File: src/design/i2cm_pkg.sv
// Shared types, codes and constants of the I2C master transaction engine.
package i2cm_pkg;

   localparam int MAX_BYTES_DEFAULT = 16;
   localparam logic [9:0] PHASE_LEN_RESET = 10'd5;

   localparam int REQ_DATA_W = 32;
   localparam int REQ_USER_W = 4;
   localparam int RSP_DATA_W = 16;
   localparam int CSR_ADDR_W = 3;
   localparam int CSR_DATA_W = 32;

   // Result tdata bit positions
   localparam int RSP_SCL    = 0;
   localparam int RSP_SDA    = 1;
   localparam int RSP_RXD_LO = 2;
   localparam int RSP_DONE   = 10;
   localparam int RSP_STATUS = 11;
   localparam int RSP_BUSY   = 12;

   localparam logic [1:0] OP_TICK  = 2'd0;
   localparam logic [1:0] OP_LOAD  = 2'd1;
   localparam logic [1:0] OP_BEGIN = 2'd2;

   localparam logic [1:0] K_PING  = 2'd0;
   localparam logic [1:0] K_WRITE = 2'd1;
   localparam logic [1:0] K_READ  = 2'd2;

   localparam logic [3:0] BITS_PER_BYTE = 4'd8;

   typedef enum logic [14:0] {
      ST_IDLE    = 15'b000000000000001,
      ST_START_A = 15'b000000000000010,
      ST_START_B = 15'b000000000000100,
      ST_TX_SET  = 15'b000000000001000,
      ST_TX_HI   = 15'b000000000010000,
      ST_TX_LO   = 15'b000000000100000,
      ST_ACK_HI  = 15'b000000001000000,
      ST_ACK_LO  = 15'b000000010000000,
      ST_RX_HI   = 15'b000000100000000,
      ST_RX_LO   = 15'b000001000000000,
      ST_MA_SET  = 15'b000010000000000,
      ST_MA_HI   = 15'b000100000000000,
      ST_MA_LO   = 15'b001000000000000,
      ST_STOP_A  = 15'b010000000000000,
      ST_STOP_B  = 15'b100000000000000
   } step_type;

   typedef enum logic [4:0] {
      G_ADDR1 = 5'b00001,
      G_MEM   = 5'b00010,
      G_ADDR2 = 5'b00100,
      G_WDATA = 5'b01000,
      G_RDATA = 5'b10000
   } stage_type;

   // Pin levels {scl, sda} a phase drives on entry
   function automatic logic [1:0] phase_levels(step_type st, logic tx_bit, logic ack_bit);
      logic [1:0] lv;
      unique case (st)
         ST_START_A:           lv = 2'b11;
         ST_START_B:           lv = 2'b10;
         ST_TX_SET, ST_TX_LO:  lv = {1'b0, tx_bit};
         ST_TX_HI:             lv = {1'b1, tx_bit};
         ST_ACK_HI, ST_RX_HI:  lv = 2'b11;
         ST_ACK_LO, ST_RX_LO:  lv = 2'b01;
         ST_MA_SET, ST_MA_LO:  lv = {1'b0, ack_bit};
         ST_MA_HI:             lv = {1'b1, ack_bit};
         ST_STOP_A:            lv = 2'b10;
         default:              lv = 2'b11;
      endcase
      return lv;
   endfunction

endpackage

File: src/design/i2c_master_transaction_engine.sv
// I2C master transaction engine: bus phase sequencer, write buffer and APB register.
//
//   channel | direction | handshake               | payload
//   req     | in        | req_tvalid/req_tready   | tuser op,kind; tdata request fields
//   rsp     | out       | rsp_tvalid/rsp_tready   | tdata pins/status; tuser rx_valid; tlast
//   csr     | in        | psel/penable/pwrite     | phase_len at byte address 0
//
// One item per clock while no result is stalled: each item updates the sequencer in the cycle it is
// accepted and its result lands in the output register on the same edge.
// A new item is taken whenever the output register is empty or being drained.
// The write buffer read port is registered and follows byte_count every cycle.
// Reset is synchronous and returns the bus to idle with both lines released.
// A stalled result holds; the input side stalls only while it is held.
module i2c_master_transaction_engine #(
   parameter int MAX_BYTES = i2cm_pkg::MAX_BYTES_DEFAULT
) (
   input  logic                            clock,
   input  logic                            reset,
   // dev[7:0], reg[15:8], use_reg[16], length[21:17],
   // wr_byte[29:22], sda_in[30], zero[31]
   input  logic [i2cm_pkg::REQ_DATA_W-1:0] req_tdata,
   // op[1:0], kind[3:2]
   input  logic [i2cm_pkg::REQ_USER_W-1:0] req_tuser,
   input  logic                            req_tvalid,
   output logic                            req_tready,
   // scl[0], sda_out[1], rx_data[9:2], done_res[10], status[11], busy_res[12], zero[15:13]
   output logic [i2cm_pkg::RSP_DATA_W-1:0] rsp_tdata,
   // rx_valid[0]
   output logic                            rsp_tuser,
   output logic                            rsp_tlast,
   output logic                            rsp_tvalid,
   input  logic                            rsp_tready,
   input  logic                            csr_psel,
   input  logic                            csr_penable,
   input  logic                            csr_pwrite,
   input  logic [i2cm_pkg::CSR_ADDR_W-1:0] csr_paddr,
   input  logic [i2cm_pkg::CSR_DATA_W-1:0] csr_pwdata,
   output logic [i2cm_pkg::CSR_DATA_W-1:0] csr_prdata,
   output logic                            csr_pready
);
   import i2cm_pkg::*;

   localparam int FW  = $clog2(MAX_BYTES + 1);
   localparam int CW  = (FW > 5) ? FW : 5;
   localparam int AW  = (MAX_BYTES > 1) ? $clog2(MAX_BYTES) : 1;

   // request fields
   logic [1:0] op, kind;
   logic [7:0] dev_byte, reg_byte, wr_byte;
   logic       use_reg, sda_in;
   logic [4:0] length;

   assign op           = req_tuser[1:0];
   assign kind         = req_tuser[3:2];
   assign dev_byte     = req_tdata[7:0];
   assign reg_byte     = req_tdata[15:8];
   assign use_reg      = req_tdata[16];
   assign length       = req_tdata[21:17];
   assign wr_byte      = req_tdata[29:22];
   assign sda_in       = req_tdata[30];

   // state
   step_type   st_ff, st_in;
   stage_type  stage_ff, stage_in;
   logic [9:0] pc_ff, pc_in;
   logic [3:0] bit_ff, bit_in;
   logic [7:0] sh_ff, sh_in;
   logic [CW-1:0] bc_ff, bc_in;
   logic [FW-1:0] fill_ff, fill_in;
   logic       err_ff, err_in;
   logic       scl_ff, scl_in;
   logic       sda_lvl_ff, sda_lvl_in;
   logic [9:0] phase_len_ff;
   logic [1:0] rq_kind_ff;
   logic [7:0] rq_dev_ff, rq_mem_ff;
   logic       rq_use_ff;
   logic [4:0] rq_len_ff;
   logic       latch_en;

   logic [7:0] wbuf_mem [MAX_BYTES];
   logic [7:0] rd_ff;
   logic       wr_en;

   logic       out_vld_ff;
   logic [RSP_DATA_W-1:0] out_data_ff;
   logic       out_user_ff, out_last_ff;

   logic       accept, busy, enter_en;
   logic [10:0] pc_inc, lim;
   logic [3:0]  bit_inc;
   logic [CW:0] bc_inc;
   logic [7:0]  addr_byte, rx_shift;
   logic [7:0]  rx_data;
   logic        rx_valid, rx_last, done_res, status;
   logic [1:0]  lv;
   logic        csr_wr;

   assign accept     = req_tvalid & req_tready;
   assign req_tready = ~out_vld_ff | rsp_tready;
   assign busy       = (st_ff != ST_IDLE);

   assign pc_inc   = {1'b0, pc_ff} + 11'd1;
   assign lim      = (phase_len_ff == 10'd0) ? 11'd1 : {1'b0, phase_len_ff};
   assign bit_inc  = bit_ff + 4'd1;
   assign bc_inc   = {1'b0, bc_ff} + {{CW{1'b0}}, 1'b1};
   assign rx_shift = {sh_ff[6:0], sda_in};

   always_comb begin
      addr_byte = rq_dev_ff;
      if (rq_kind_ff == K_READ && (stage_ff == G_ADDR2 || !rq_use_ff)) begin
         addr_byte[0] = 1'b1;
      end
   end

   always_comb begin
      st_in    = st_ff;
      stage_in = stage_ff;
      pc_in    = pc_ff;
      bit_in   = bit_ff;
      sh_in    = sh_ff;
      bc_in    = bc_ff;
      fill_in  = fill_ff;
      err_in   = err_ff;
      enter_en = 1'b0;
      latch_en = 1'b0;
      wr_en    = 1'b0;
      rx_data  = 8'd0;
      rx_valid = 1'b0;
      rx_last  = 1'b0;
      done_res = 1'b0;
      status   = 1'b0;
      if (accept) begin
         priority if (op == OP_LOAD && !busy) begin
            if (fill_ff < FW'(MAX_BYTES)) begin
               wr_en   = 1'b1;
               fill_in = fill_ff + {{(FW-1){1'b0}}, 1'b1};
            end
         end else if (op == OP_BEGIN && !busy && kind <= K_READ) begin
            latch_en = 1'b1;
            bc_in    = '0;
            err_in   = 1'b0;
            stage_in = G_ADDR1;
            // nothing to put on the bus: finish at once
            if ((kind == K_READ && length == 5'd0) ||
                (kind == K_WRITE && !use_reg && fill_ff == '0)) begin
               done_res = 1'b1;
            end else begin
               st_in    = ST_START_A;
               enter_en = 1'b1;
            end
         end else if (op == OP_TICK && busy) begin
            pc_in = pc_inc[9:0];
            if (pc_inc >= lim) begin
               enter_en = 1'b1;
               unique case (st_ff)
                  ST_START_A: st_in = ST_START_B;
                  ST_START_B: begin
                     sh_in  = addr_byte;
                     bit_in = 4'd0;
                     st_in  = ST_TX_SET;
                  end
                  ST_TX_SET: st_in = ST_TX_HI;
                  ST_TX_HI:  st_in = ST_TX_LO;
                  ST_TX_LO: begin
                     sh_in  = {sh_ff[6:0], 1'b0};
                     bit_in = bit_inc;
                     st_in  = (bit_inc >= BITS_PER_BYTE) ? ST_ACK_HI : ST_TX_SET;
                  end
                  ST_ACK_HI: begin
                     if (sda_in) begin
                        err_in = 1'b1;
                     end
                     st_in = ST_ACK_LO;
                  end
                  ST_ACK_LO: begin
                     priority if (err_ff) begin
                        st_in = ST_STOP_A;
                     end else if (rq_kind_ff == K_WRITE) begin
                        priority if (stage_ff == G_ADDR1 && rq_use_ff) begin
                           stage_in = G_MEM;
                           sh_in    = rq_mem_ff;
                           bit_in   = 4'd0;
                           st_in    = ST_TX_SET;
                        end else if (bc_ff < CW'(fill_ff) && bc_ff < CW'(MAX_BYTES)) begin
                           stage_in = G_WDATA;
                           sh_in    = rd_ff;
                           bit_in   = 4'd0;
                           bc_in    = bc_inc[CW-1:0];
                           st_in    = ST_TX_SET;
                        end else begin
                           st_in = ST_STOP_A;
                        end
                     end else if (rq_kind_ff == K_READ) begin
                        priority if (stage_ff == G_ADDR1 && rq_use_ff) begin
                           stage_in = G_MEM;
                           sh_in    = rq_mem_ff;
                           bit_in   = 4'd0;
                           st_in    = ST_TX_SET;
                        end else if (stage_ff == G_MEM) begin
                           // repeated start before the read address
                           stage_in = G_ADDR2;
                           st_in    = ST_START_A;
                        end else begin
                           stage_in = G_RDATA;
                           sh_in    = 8'd0;
                           bit_in   = 4'd0;
                           st_in    = ST_RX_HI;
                        end
                     end else begin
                        st_in = ST_STOP_A;
                     end
                  end
                  ST_RX_HI: begin
                     sh_in  = rx_shift;
                     bit_in = bit_inc;
                     if (bit_inc >= BITS_PER_BYTE) begin
                        rx_valid = 1'b1;
                        rx_data  = rx_shift;
                        rx_last  = (bc_inc >= (CW+1)'(rq_len_ff));
                     end
                     st_in = ST_RX_LO;
                  end
                  ST_RX_LO: begin
                     if (bit_ff >= BITS_PER_BYTE) begin
                        bc_in = bc_inc[CW-1:0];
                        st_in = ST_MA_SET;
                     end else begin
                        st_in = ST_RX_HI;
                     end
                  end
                  ST_MA_SET: st_in = ST_MA_HI;
                  ST_MA_HI:  st_in = ST_MA_LO;
                  ST_MA_LO: begin
                     if (bc_ff >= CW'(rq_len_ff)) begin
                        st_in = ST_STOP_A;
                     end else begin
                        sh_in  = 8'd0;
                        bit_in = 4'd0;
                        st_in  = ST_RX_HI;
                     end
                  end
                  ST_STOP_A: st_in = ST_STOP_B;
                  default: begin
                     // end of stop: report and release
                     done_res = 1'b1;
                     status   = err_ff;
                     if (rq_kind_ff == K_WRITE) begin
                        fill_in = '0;
                     end
                     st_in = ST_IDLE;
                  end
               endcase
            end
         end else begin
            // ignored command: report current levels only
         end
      end
      if (enter_en) begin
         pc_in = 10'd0;
      end
   end

   assign lv = phase_levels(st_in, sh_in[7], bc_in >= CW'(rq_len_ff));

   always_comb begin
      scl_in     = scl_ff;
      sda_lvl_in = sda_lvl_ff;
      if (enter_en) begin
         scl_in     = lv[1];
         sda_lvl_in = lv[0];
      end
   end

   always_ff @(posedge clock) begin
      if (reset) begin
         st_ff      <= ST_IDLE;
         stage_ff   <= G_ADDR1;
         pc_ff      <= '0;
         bit_ff     <= '0;
         sh_ff      <= '0;
         bc_ff      <= '0;
         fill_ff    <= '0;
         err_ff     <= 1'b0;
         scl_ff     <= 1'b1;
         sda_lvl_ff <= 1'b1;
      end else begin
         st_ff      <= st_in;
         stage_ff   <= stage_in;
         pc_ff      <= pc_in;
         bit_ff     <= bit_in;
         sh_ff      <= sh_in;
         bc_ff      <= bc_in;
         fill_ff    <= fill_in;
         err_ff     <= err_in;
         scl_ff     <= scl_in;
         sda_lvl_ff <= sda_lvl_in;
      end
   end

   always_ff @(posedge clock) begin
      if (latch_en) begin
         rq_kind_ff <= kind;
         rq_dev_ff  <= dev_byte;
         rq_mem_ff  <= reg_byte;
         rq_use_ff  <= use_reg;
         rq_len_ff  <= length;
      end
   end

   // write buffer; read port tracks byte_count every cycle
   always_ff @(posedge clock) begin
      if (wr_en) begin
         wbuf_mem[fill_ff[AW-1:0]] <= wr_byte;
      end
      rd_ff <= wbuf_mem[bc_ff[AW-1:0]];
   end

   // output register
   always_ff @(posedge clock) begin
      if (reset) begin
         out_vld_ff <= 1'b0;
      end else if (accept) begin
         out_vld_ff <= 1'b1;
      end else if (rsp_tready) begin
         out_vld_ff <= 1'b0;
      end
   end

   always_ff @(posedge clock) begin
      if (accept) begin
         out_data_ff <= {3'b000, (st_in != ST_IDLE), status, done_res, rx_data,
                         sda_lvl_in, scl_in};
         out_user_ff <= rx_valid;
         out_last_ff <= rx_last;
      end
   end

   assign rsp_tvalid = out_vld_ff;
   assign rsp_tdata  = out_data_ff;
   assign rsp_tuser  = out_user_ff;
   assign rsp_tlast  = out_last_ff;

   // configuration port
   assign csr_wr     = csr_psel & csr_penable & csr_pwrite & csr_pready;
   assign csr_pready = 1'b1;

   always_ff @(posedge clock) begin
      if (reset) begin
         phase_len_ff <= PHASE_LEN_RESET;
      end else if (csr_wr && !csr_paddr[2]) begin
         phase_len_ff <= csr_pwdata[9:0];
      end
   end

   assign csr_prdata = csr_paddr[2] ? '0 : {{(CSR_DATA_W-10){1'b0}}, phase_len_ff};

endmodule

File: config.mk
export PLATFORM = sky130hd
export DESIGN_NAME = i2c_master_transaction_engine
export DESIGN_NICKNAME = d
export VERILOG_FILES = /design/src/design/i2cm_pkg.sv /design/src/design/i2c_master_transaction_engine.sv
export SDC_FILE = /design/constraint.sdc
export NUM_CORES = 1
export LEC_CHECK = 0
export BUFFER_PORTS_ARGS = -buffer_cell sky130_fd_sc_hd__buf_2
export CAP_MARGIN = 10
export CORE_UTILIZATION = 53
export DETAILED_ROUTE_END_ITERATION = 8
export PLACE_DENSITY_LB_ADDON = 0.08
export SLEW_MARGIN = 0
export SYNTH_ARGS = -nofsm -noshare
export SYNTH_HDL_FRONTEND = slang
export SYNTH_SLANG_ARGS = --single-unit
File: constraint.sdc
create_clock -name clock -period 4.6 [get_ports clock]
set_input_delay 0.69 -clock clock [delete_from_list [all_inputs] [get_ports clock]]
set_output_delay 0.69 -clock clock [all_outputs]
set_load 0.01 [all_outputs]
# After elaboration in Yosys (flattened, before gate mapping)
# Memory sizes are Yosys's and may differ from the RTL's. A register that Yosys moved wholly into a read port is not among the register bits.
# Cells that the tools add are included.
classes:
  bitwise: 11
  order_cmp: 10
  n_reduce_logical: 49
  add_sub_neg: 4
  n_mux: 102
  n_eq_ne: 44
op_table:
  columns: ["op", "n"]
  rows:
  - ["15-bit one-hot mux with 13 select lines", 1]
  - ["5-bit two-way mux", 28]
  - ["15-bit two-way mux", 9]
  - ["8-bit two-way mux", 13]
  - ["14-bit two-way mux", 3]
  - ["8-bit one-hot mux with 5 select lines", 1]
  - ["4-bit two-way mux", 8]
  - ["15-bit by 10-bit equality test with 1-bit output (second input constant)", 2]
  - ["15-bit by 11-bit equality test with 1-bit output (second input constant)", 2]
  - ["15-bit by 12-bit equality test with 1-bit output (second input constant)", 2]
  - ["15-bit by 13-bit equality test with 1-bit output (second input constant)", 2]
  - ["15-bit by 14-bit equality test with 1-bit output (second input constant)", 2]
  - ["15-bit by 3-bit equality test with 1-bit output (second input constant)", 2]
  - ["15-bit by 4-bit equality test with 1-bit output (second input constant)", 2]
  - ["15-bit by 5-bit equality test with 1-bit output (second input constant)", 2]
  - ["15-bit by 6-bit equality test with 1-bit output (second input constant)", 2]
  - ["15-bit by 8-bit equality test with 1-bit output (second input constant)", 2]
  - ["1-bit two-way mux", 30]
  - ["15-bit by 1-bit inequality test with 1-bit output (second input constant)", 2]
  - ["11-bit AND reduction", 2]
  - ["10-bit two-way mux", 2]
  - ["9-bit two-way mux", 2]
  - ["2-bit nonzero test", 9]
  - ["17-bit OR reduction", 1]
  - ["other kinds (48)", 89]
word_totals:
  n_memories: 1
  elab_cells: 245
  ff_bits: 105
  ram_bits: 128
memory_table:
  columns: ["memory", "words", "width", "rd", "rd_clocked_by_memory_dff", "write_ports", "line", "rtl"]
  rows:
  - ["wbuf_mem", 16, 8, 1, 1, 1, "i2c_master_transaction_engine.sv:80", "logic [7:0] wbuf_mem [MAX_BYTES];"]

# Depth between registers and ports, before layout
depth:
  word_depth: 16
  ltp_mapped: 24

# Least setup slack after synthesis
# No wires, ideal clock.
synth_timing:
  path_kind: "register to register"
  startpoint: "register fill_ff[2]"
  endpoint: "register out_data_ff[1] (netlist: rsp_tdata[1]) (data pin)"
  period_less_slack_ps: 4273
  stages_incl_launch_ff: 23
  setup_time_ps: 272
  n_path_buf: 1
  t_arrival_ps: 4001
  slack_ps: 327
  path_cell_list: "dfxtp_1 > clkbuf_1 > inv_1 > ha_1 > a21oi_1 > o21ai_0 > a211oi_1 > nand2_1 > or2_2 > o21ai_0 > a21o_1 > nand2_1 > a21oi_1 > ha_1 > nand2b_1 > a21oi_1 > nor2b_1 > o21ai_0 > nand2b_1 > a21oi_1 > nor2_1 > o21ai_0 > o211ai_1"
synth_between:
  elab_chain_cells: 16
  word_cells_on_any_way: 57
  classes_between: "2 x order compare; 10 x eq/ne; 37 x mux; 8 x reduce/logical"
synth_lines:
  columns: ["item", "line", "rtl"]
  rows:
  - ["start: declaration", "i2c_master_transaction_engine.sv:69", "logic [FW-1:0] fill_ff, fill_in;"]
  - ["start signal: assignment", "i2c_master_transaction_engine.sv:293", "fill_ff <= fill_in;"]
  - ["5-bit less-than comparator", "i2c_master_transaction_engine.sv:184", "end else if (bc_ff < CW'(fill_ff) && bc_ff < CW'(MAX_BYTES)) begin"]
  - ["1-bit logical AND", "i2c_master_transaction_engine.sv:184", null]
  - ["14-bit two-way mux", "i2c_master_transaction_engine.sv:184", null]
  - ["14-bit two-way mux", "i2c_master_transaction_engine.sv:179", "priority if (stage_ff == G_ADDR1 && rq_use_ff) begin"]
  - ["15-bit two-way mux", "i2c_master_transaction_engine.sv:178", "end else if (rq_kind_ff == K_WRITE) begin"]
  - ["15-bit two-way mux", "i2c_master_transaction_engine.sv:176", "priority if (err_ff) begin"]
  - ["15-bit one-hot mux with 13 select lines", "i2c_master_transaction_engine.sv:155", "unique case (st_ff)"]
  - ["15-bit two-way mux", "i2c_master_transaction_engine.sv:153", "if (pc_inc >= lim) begin"]
  - ["15-bit two-way mux", "i2c_master_transaction_engine.sv:151", "end else if (op == OP_TICK && busy) begin"]
  - ["15-bit two-way mux", "i2c_master_transaction_engine.sv:138", "end else if (op == OP_BEGIN && !busy && kind <= K_READ) begin"]
  - ["15-bit two-way mux", "i2c_master_transaction_engine.sv:133", "priority if (op == OP_LOAD && !busy) begin"]
  - ["15-bit two-way mux", "i2c_master_transaction_engine.sv:132", "if (accept) begin"]
  - ["15-bit by 14-bit equality test with 1-bit output, or another cell as far along", "i2cm_pkg.sv:60", "unique case (st)"]
  - ["2-bit OR reduction, on equally long branches", null, null]
  - ["2-bit one-hot mux with 6 select lines", "i2cm_pkg.sv:60", null]
  - ["1-bit two-way mux (*)", "i2c_master_transaction_engine.sv:268", "if (enter_en) begin"]
  - ["via sda_lvl_in", "i2c_master_transaction_engine.sv:72", "logic sda_lvl_ff, sda_lvl_in;"]
  - ["end signal: assignment", "i2c_master_transaction_engine.sv:331", "out_data_ff <= {3'b000, (st_in != ST_IDLE), status, done_res, rx_data,"]
  - ["end: declaration", "i2c_master_transaction_engine.sv:85", "logic [RSP_DATA_W-1:0] out_data_ff;"]
# Mark *: on every way through the listed nets, which the timed path passes. The rest lies on a longest branch. The select of a mux whose other input is x is not followed.
# A chain may end at the register's enable or synchronous reset.

# Worst setup path after layout
layout_timing:
  startpoint: "register pc_ff[0]"
  endpoint: "register out_data_ff[0] (netlist: rsp_tdata[0]) (data pin)"
layout_between:
  elab_chain_cells: 11
  word_cells_on_any_way: 28
  classes_between: "1 x add/sub; 1 x order compare; 10 x eq/ne; 12 x mux; 4 x reduce/logical"
layout_lines:
  columns: ["item", "line", "rtl"]
  rows:
  - ["start: declaration", "i2c_master_transaction_engine.sv:65", "logic [9:0] pc_ff, pc_in;"]
  - ["start signal: assignment", "i2c_master_transaction_engine.sv:289", "pc_ff <= pc_in;"]
  - ["10-bit by 1-bit adder with 11-bit output (*)", "i2c_master_transaction_engine.sv:102", "assign pc_inc = {1'b0, pc_ff} + 11'd1;"]
  - ["via pc_inc[7]", "i2c_master_transaction_engine.sv:89", "logic [10:0] pc_inc, lim;"]
  - ["11-bit by 10-bit >= comparator with 1-bit output (*)", "i2c_master_transaction_engine.sv:153", null]
  - ["15-bit two-way mux", "i2c_master_transaction_engine.sv:153", null]
  - ["15-bit two-way mux", "i2c_master_transaction_engine.sv:151", null]
  - ["15-bit two-way mux", "i2c_master_transaction_engine.sv:138", null]
  - ["15-bit two-way mux", "i2c_master_transaction_engine.sv:133", null]
  - ["15-bit two-way mux", "i2c_master_transaction_engine.sv:132", null]
  - ["15-bit by 14-bit equality test with 1-bit output, or another cell as far along", "i2cm_pkg.sv:60", null]
  - ["2-bit OR reduction, on equally long branches", null, null]
  - ["2-bit one-hot mux with 6 select lines", "i2cm_pkg.sv:60", null]
  - ["1-bit two-way mux (*)", "i2c_master_transaction_engine.sv:268", null]
  - ["via scl_in", "i2c_master_transaction_engine.sv:71", "logic scl_ff, scl_in;"]
# Mark *: on every way through the listed nets, which the timed path passes. The rest lies on a longest branch.

==> flow_summary.toml <==
[pwr]
p_int_mw = 3.75
p_comb_frac = 0.043
power_frac_seq = 0.498
power_density_nw_per_um2 = 346
switching_share = 0.207
netSwitchingPower_mw = 0.976
p_leak_nw = 4.96
clkPwrFrac = 0.459
ir_drop_v = 0.000331

[clocking]
h-tree-depth = 1
cts_tree = "done"
cts_sinks = 241
root_buffer = "clkbuf_16"
hold_buffers = 0
cts.path.max_buffers = 3
numCtsBuffers = 25
clk_pin_slew_worst_paths_ps = 60
worstSkewPairLatency_ps = 540

[worst_setup_path]
timing.critical_path.to_type = "register"
critPathCapture = "rsp_tdata[0]"
startpoint_type = "register"
startpoint = "pc_ff[0]"
reg2reg_to = "rsp_tdata[0]"
critical_path.top_delay_family = "compound AO/OA/AOI/OAI gates"
cp_num_cells = 17
slowest_delay_ps = 400
arrival_ps = 4620
r2r_slack_ps = 260
crit_buf_inv = 1
crit_chain = "nand3_1, or2_2, nor2_2, xor2_1, ha_1, a211oi_1, nand2_1, a211oi_2, o21ai_2, buf_4, a2111oi_4, o211ai_2, a221oi_4, nand4_1, o31a_1, a311oi_2, o21ai_1"
critical_path.max_fanout = 6
cp.required_ps = 4880
r2r.worst_path.cells = 17
r2r-start = "pc_ff[0]"
cp_slowest_cell = "a2111oi_4"
worstSetupPathType = "register to register"

[worst_hold_path]
min_path_type = "input pin to register"

[routing]
drtIter0Drc = 564
wl_per_cell_um = 19.9
dr.max_layer_used = "met4"
vias_per_cell = 5.85
vias = 8191
first_pass_iters = 5
wl_mm = 27.9
m1WireLength_mm = 12.2
drtAntennaViolNets = 0
drc_errors = 0
met3WireLength_mm = 1.22
wl_met2_mm = 13.8

[cells_and_area]
fill_cells = 1760
syn2layout_area_growth_pct = 15.6
nets = 1220
drive_gt1_frac = 0.240
n_antenna_cell = 0
seq_area_um2 = 6500
fin_cells = 1400
multiInputGateArea_um2 = 4930

[timing]
relSlewSlack = 0.332
fin_skew_ps = 7.83
tightest_slew_ps = 993
fmax_mhz = 231
finalHoldViolations = 0
fin_tns_setup_ps = 0
fin_crit_sh = 0.943
worst_hold_slack_ps = 328
final-setup-viol-count = 0
finalMaxSlewViolations = 0
min_period_ps = 4340

[placed_design]
dp.cells = 1355
gp_congestion = 0.885
io_buffers = 79
hpwl_mm = 20.0

[global_route]
grtUsageTotal = 0.248
grt_first_pass_wirelength_mm = 42.5
antenna_found_initial = 0
grt_overflow = 0
grt_max_degree = 44
grt_pass1_vias = 7613

[synth]
avgSynthCellArea_um2 = 12.0
synth_edf_count = 167
synth_area_leaders = "edfxtp_1 (42%), dfxtp_1 (13%), mux4_2 (7.6%), ha_1 (4.1%), nor2_1 (3.1%)"
synth_cells = 983
synthesis.area_um2 = 11800
ys_seq_area_frac = 0.550
post-synth-top-count-cell = "edfxtp_1"
synth_cell_types = 85
synthTopCellsByCount = "edfxtp_1 (167), nor2_1 (96), nand2_1 (76), dfxtp_1 (74), a21oi_1 (43)"
synth_top_cell_area_share = 0.425
yosysTopAreaCell = "edfxtp_1"
async_flop_share = 0
ys_ff_latch = 241
ys_warn_count = 0
synthFlopType = "edfxtp_1"

[flow_run]
cap_violations = 0

[run_status]
status = "finished, final reports clean"

[floorplanning]
fp.coreArea_um2 = 21800
dieWidth_um = 151
fp-row-count = 54
ios = 131
dieArea_um2 = 22900
initial_utilization = 0.541
die_h_um = 151
power by group through the flow:
stage,Clock [mW],Sequential [mW],Combinational [mW]
finish,2.17,2.35,0.204
floorplan,0,2.40,0.124
detailed placement,0,2.40,0.199
CTS,2.20,2.35,0.200
global placement,0,2.40,0.197
global route,2.28,2.35,0.225
layout by cell type, fill, tap and decap left out, types with 6 or more instances in the layout:
cell	Yosys	final
edfxtp_1	167	167
nor4_1	15	15
xnor2_1	16	16
and4_1	6	6
dfxtp_1	74	73
nand3_1	25	25
o21ai_1	7	7
conb_1	2	26
nand4b_1	6	6
xor2_1	11	11
clkbuf_16	0	25
a211oi_1	11	9
buf_4	29	62
mux2i_1	8	8
and2_1	16	16
ha_1	39	39
and3_1	9	9
nor2b_1	10	9
mux4_2	40	40
bufinv_16	0	6
nor4b_1	6	6
nor3_1	20	19
buf_2	4	79
inv_1	34	34
nor2_1	96	94
a21oi_1	43	41
nand2b_1	11	10
nand2_1	76	76
o21ai_0	27	26
a32oi_1	7	7
nand4_1	10	10
a22oi_1	12	12
metal layers:
metal  GRT usage  vias to the layer above
met3      0.0352                       45
met4      0.0715                        0
met5           0                        -
met1       0.326                     4017
met2       0.427                      220
li1            -                     3909
final cells by class:
| class | instances | area share |
|---|---|---|
| multi-input combinational | 660 | 0.361 |
| clock buffer | 27 | 0.0464 |
| timing repair buffer | 141 | 0.0631 |
| clock inverter | 17 | 0.0185 |
| inverter | 34 | 0.00935 |
| sequential | 241 | 0.476 |
| tap | 280 | 0.0257 |
per-stage QoR:
stage	utilization	setup slack [ps]	cell area, µm²	power [mW]
after floorplan	-	327	11900	2.52
after global placement	0.582	99.5	12700	2.59
after detailed placement	0.582	98.8	12700	2.60
after CTS	0.623	67.1	13600	4.76
after global routing	0.626	-2.17	13700	4.85
final	0.626	262	13700	4.72
flip-flops by register name (all words and copies together), names as in the netlist:
name / flops
bc_ff: 5
bit_ff: 4
err_ff: 1
fill_ff: 5
pc_ff: 10
phase_len_ff: 10
rd_ff: 8
rq_dev_ff: 8
rq_kind_ff: 2
rq_len_ff: 5
rq_mem_ff: 8
rq_use_ff: 1
rsp_tdata: 13
rsp_tlast: 1
rsp_tuser: 1
rsp_tvalid: 1
scl_ff: 1
sda_lvl_ff: 1
sh_ff: 8
st_ff: 15
stage_ff: 5
wbuf_mem: 128
cell families (layout without fill, tap and decap cells):
kind of cell	count (synthesis)	after routing	share of synthesized area
AND/OR/NAND/NOR	347	347	0.155
flip-flops	241	241	0.550
AO/OA/AOI/OAI	169	169	0.101
buffers and inverters	106	219	0.0446
multiplexers	52	52	0.0869
adder cells (fa/ha/maj)	39	39	0.0413
XOR/XNOR	27	27	0.0200
other	2	26	0.000636
worst min path at each step:
stage               startpoint               to  slack (ps)  cells past startpoint
2_1_floorplan  phase_len_ff[4]  phase_len_ff[4]         440                      2
3_3_place_gp   phase_len_ff[4]  phase_len_ff[4]         440                      2
3_5_place_dp   phase_len_ff[4]  phase_len_ff[4]         450                      2
4_1_cts          req_tdata[13]     rq_mem_ff[5]         310                      1
5_1_grt          req_tdata[13]     rq_mem_ff[5]         310                      1
6_report         req_tdata[13]     rq_mem_ff[5]         330                      1
repair_timing:
action / 4_1_cts / 5_1_grt
gates resized for setup: 0 / 13
buffers inserted: 0 / 1
endpoints found under the setup margin: 0 / 4
Note: power is estimated with default switching activity, not from simulation.
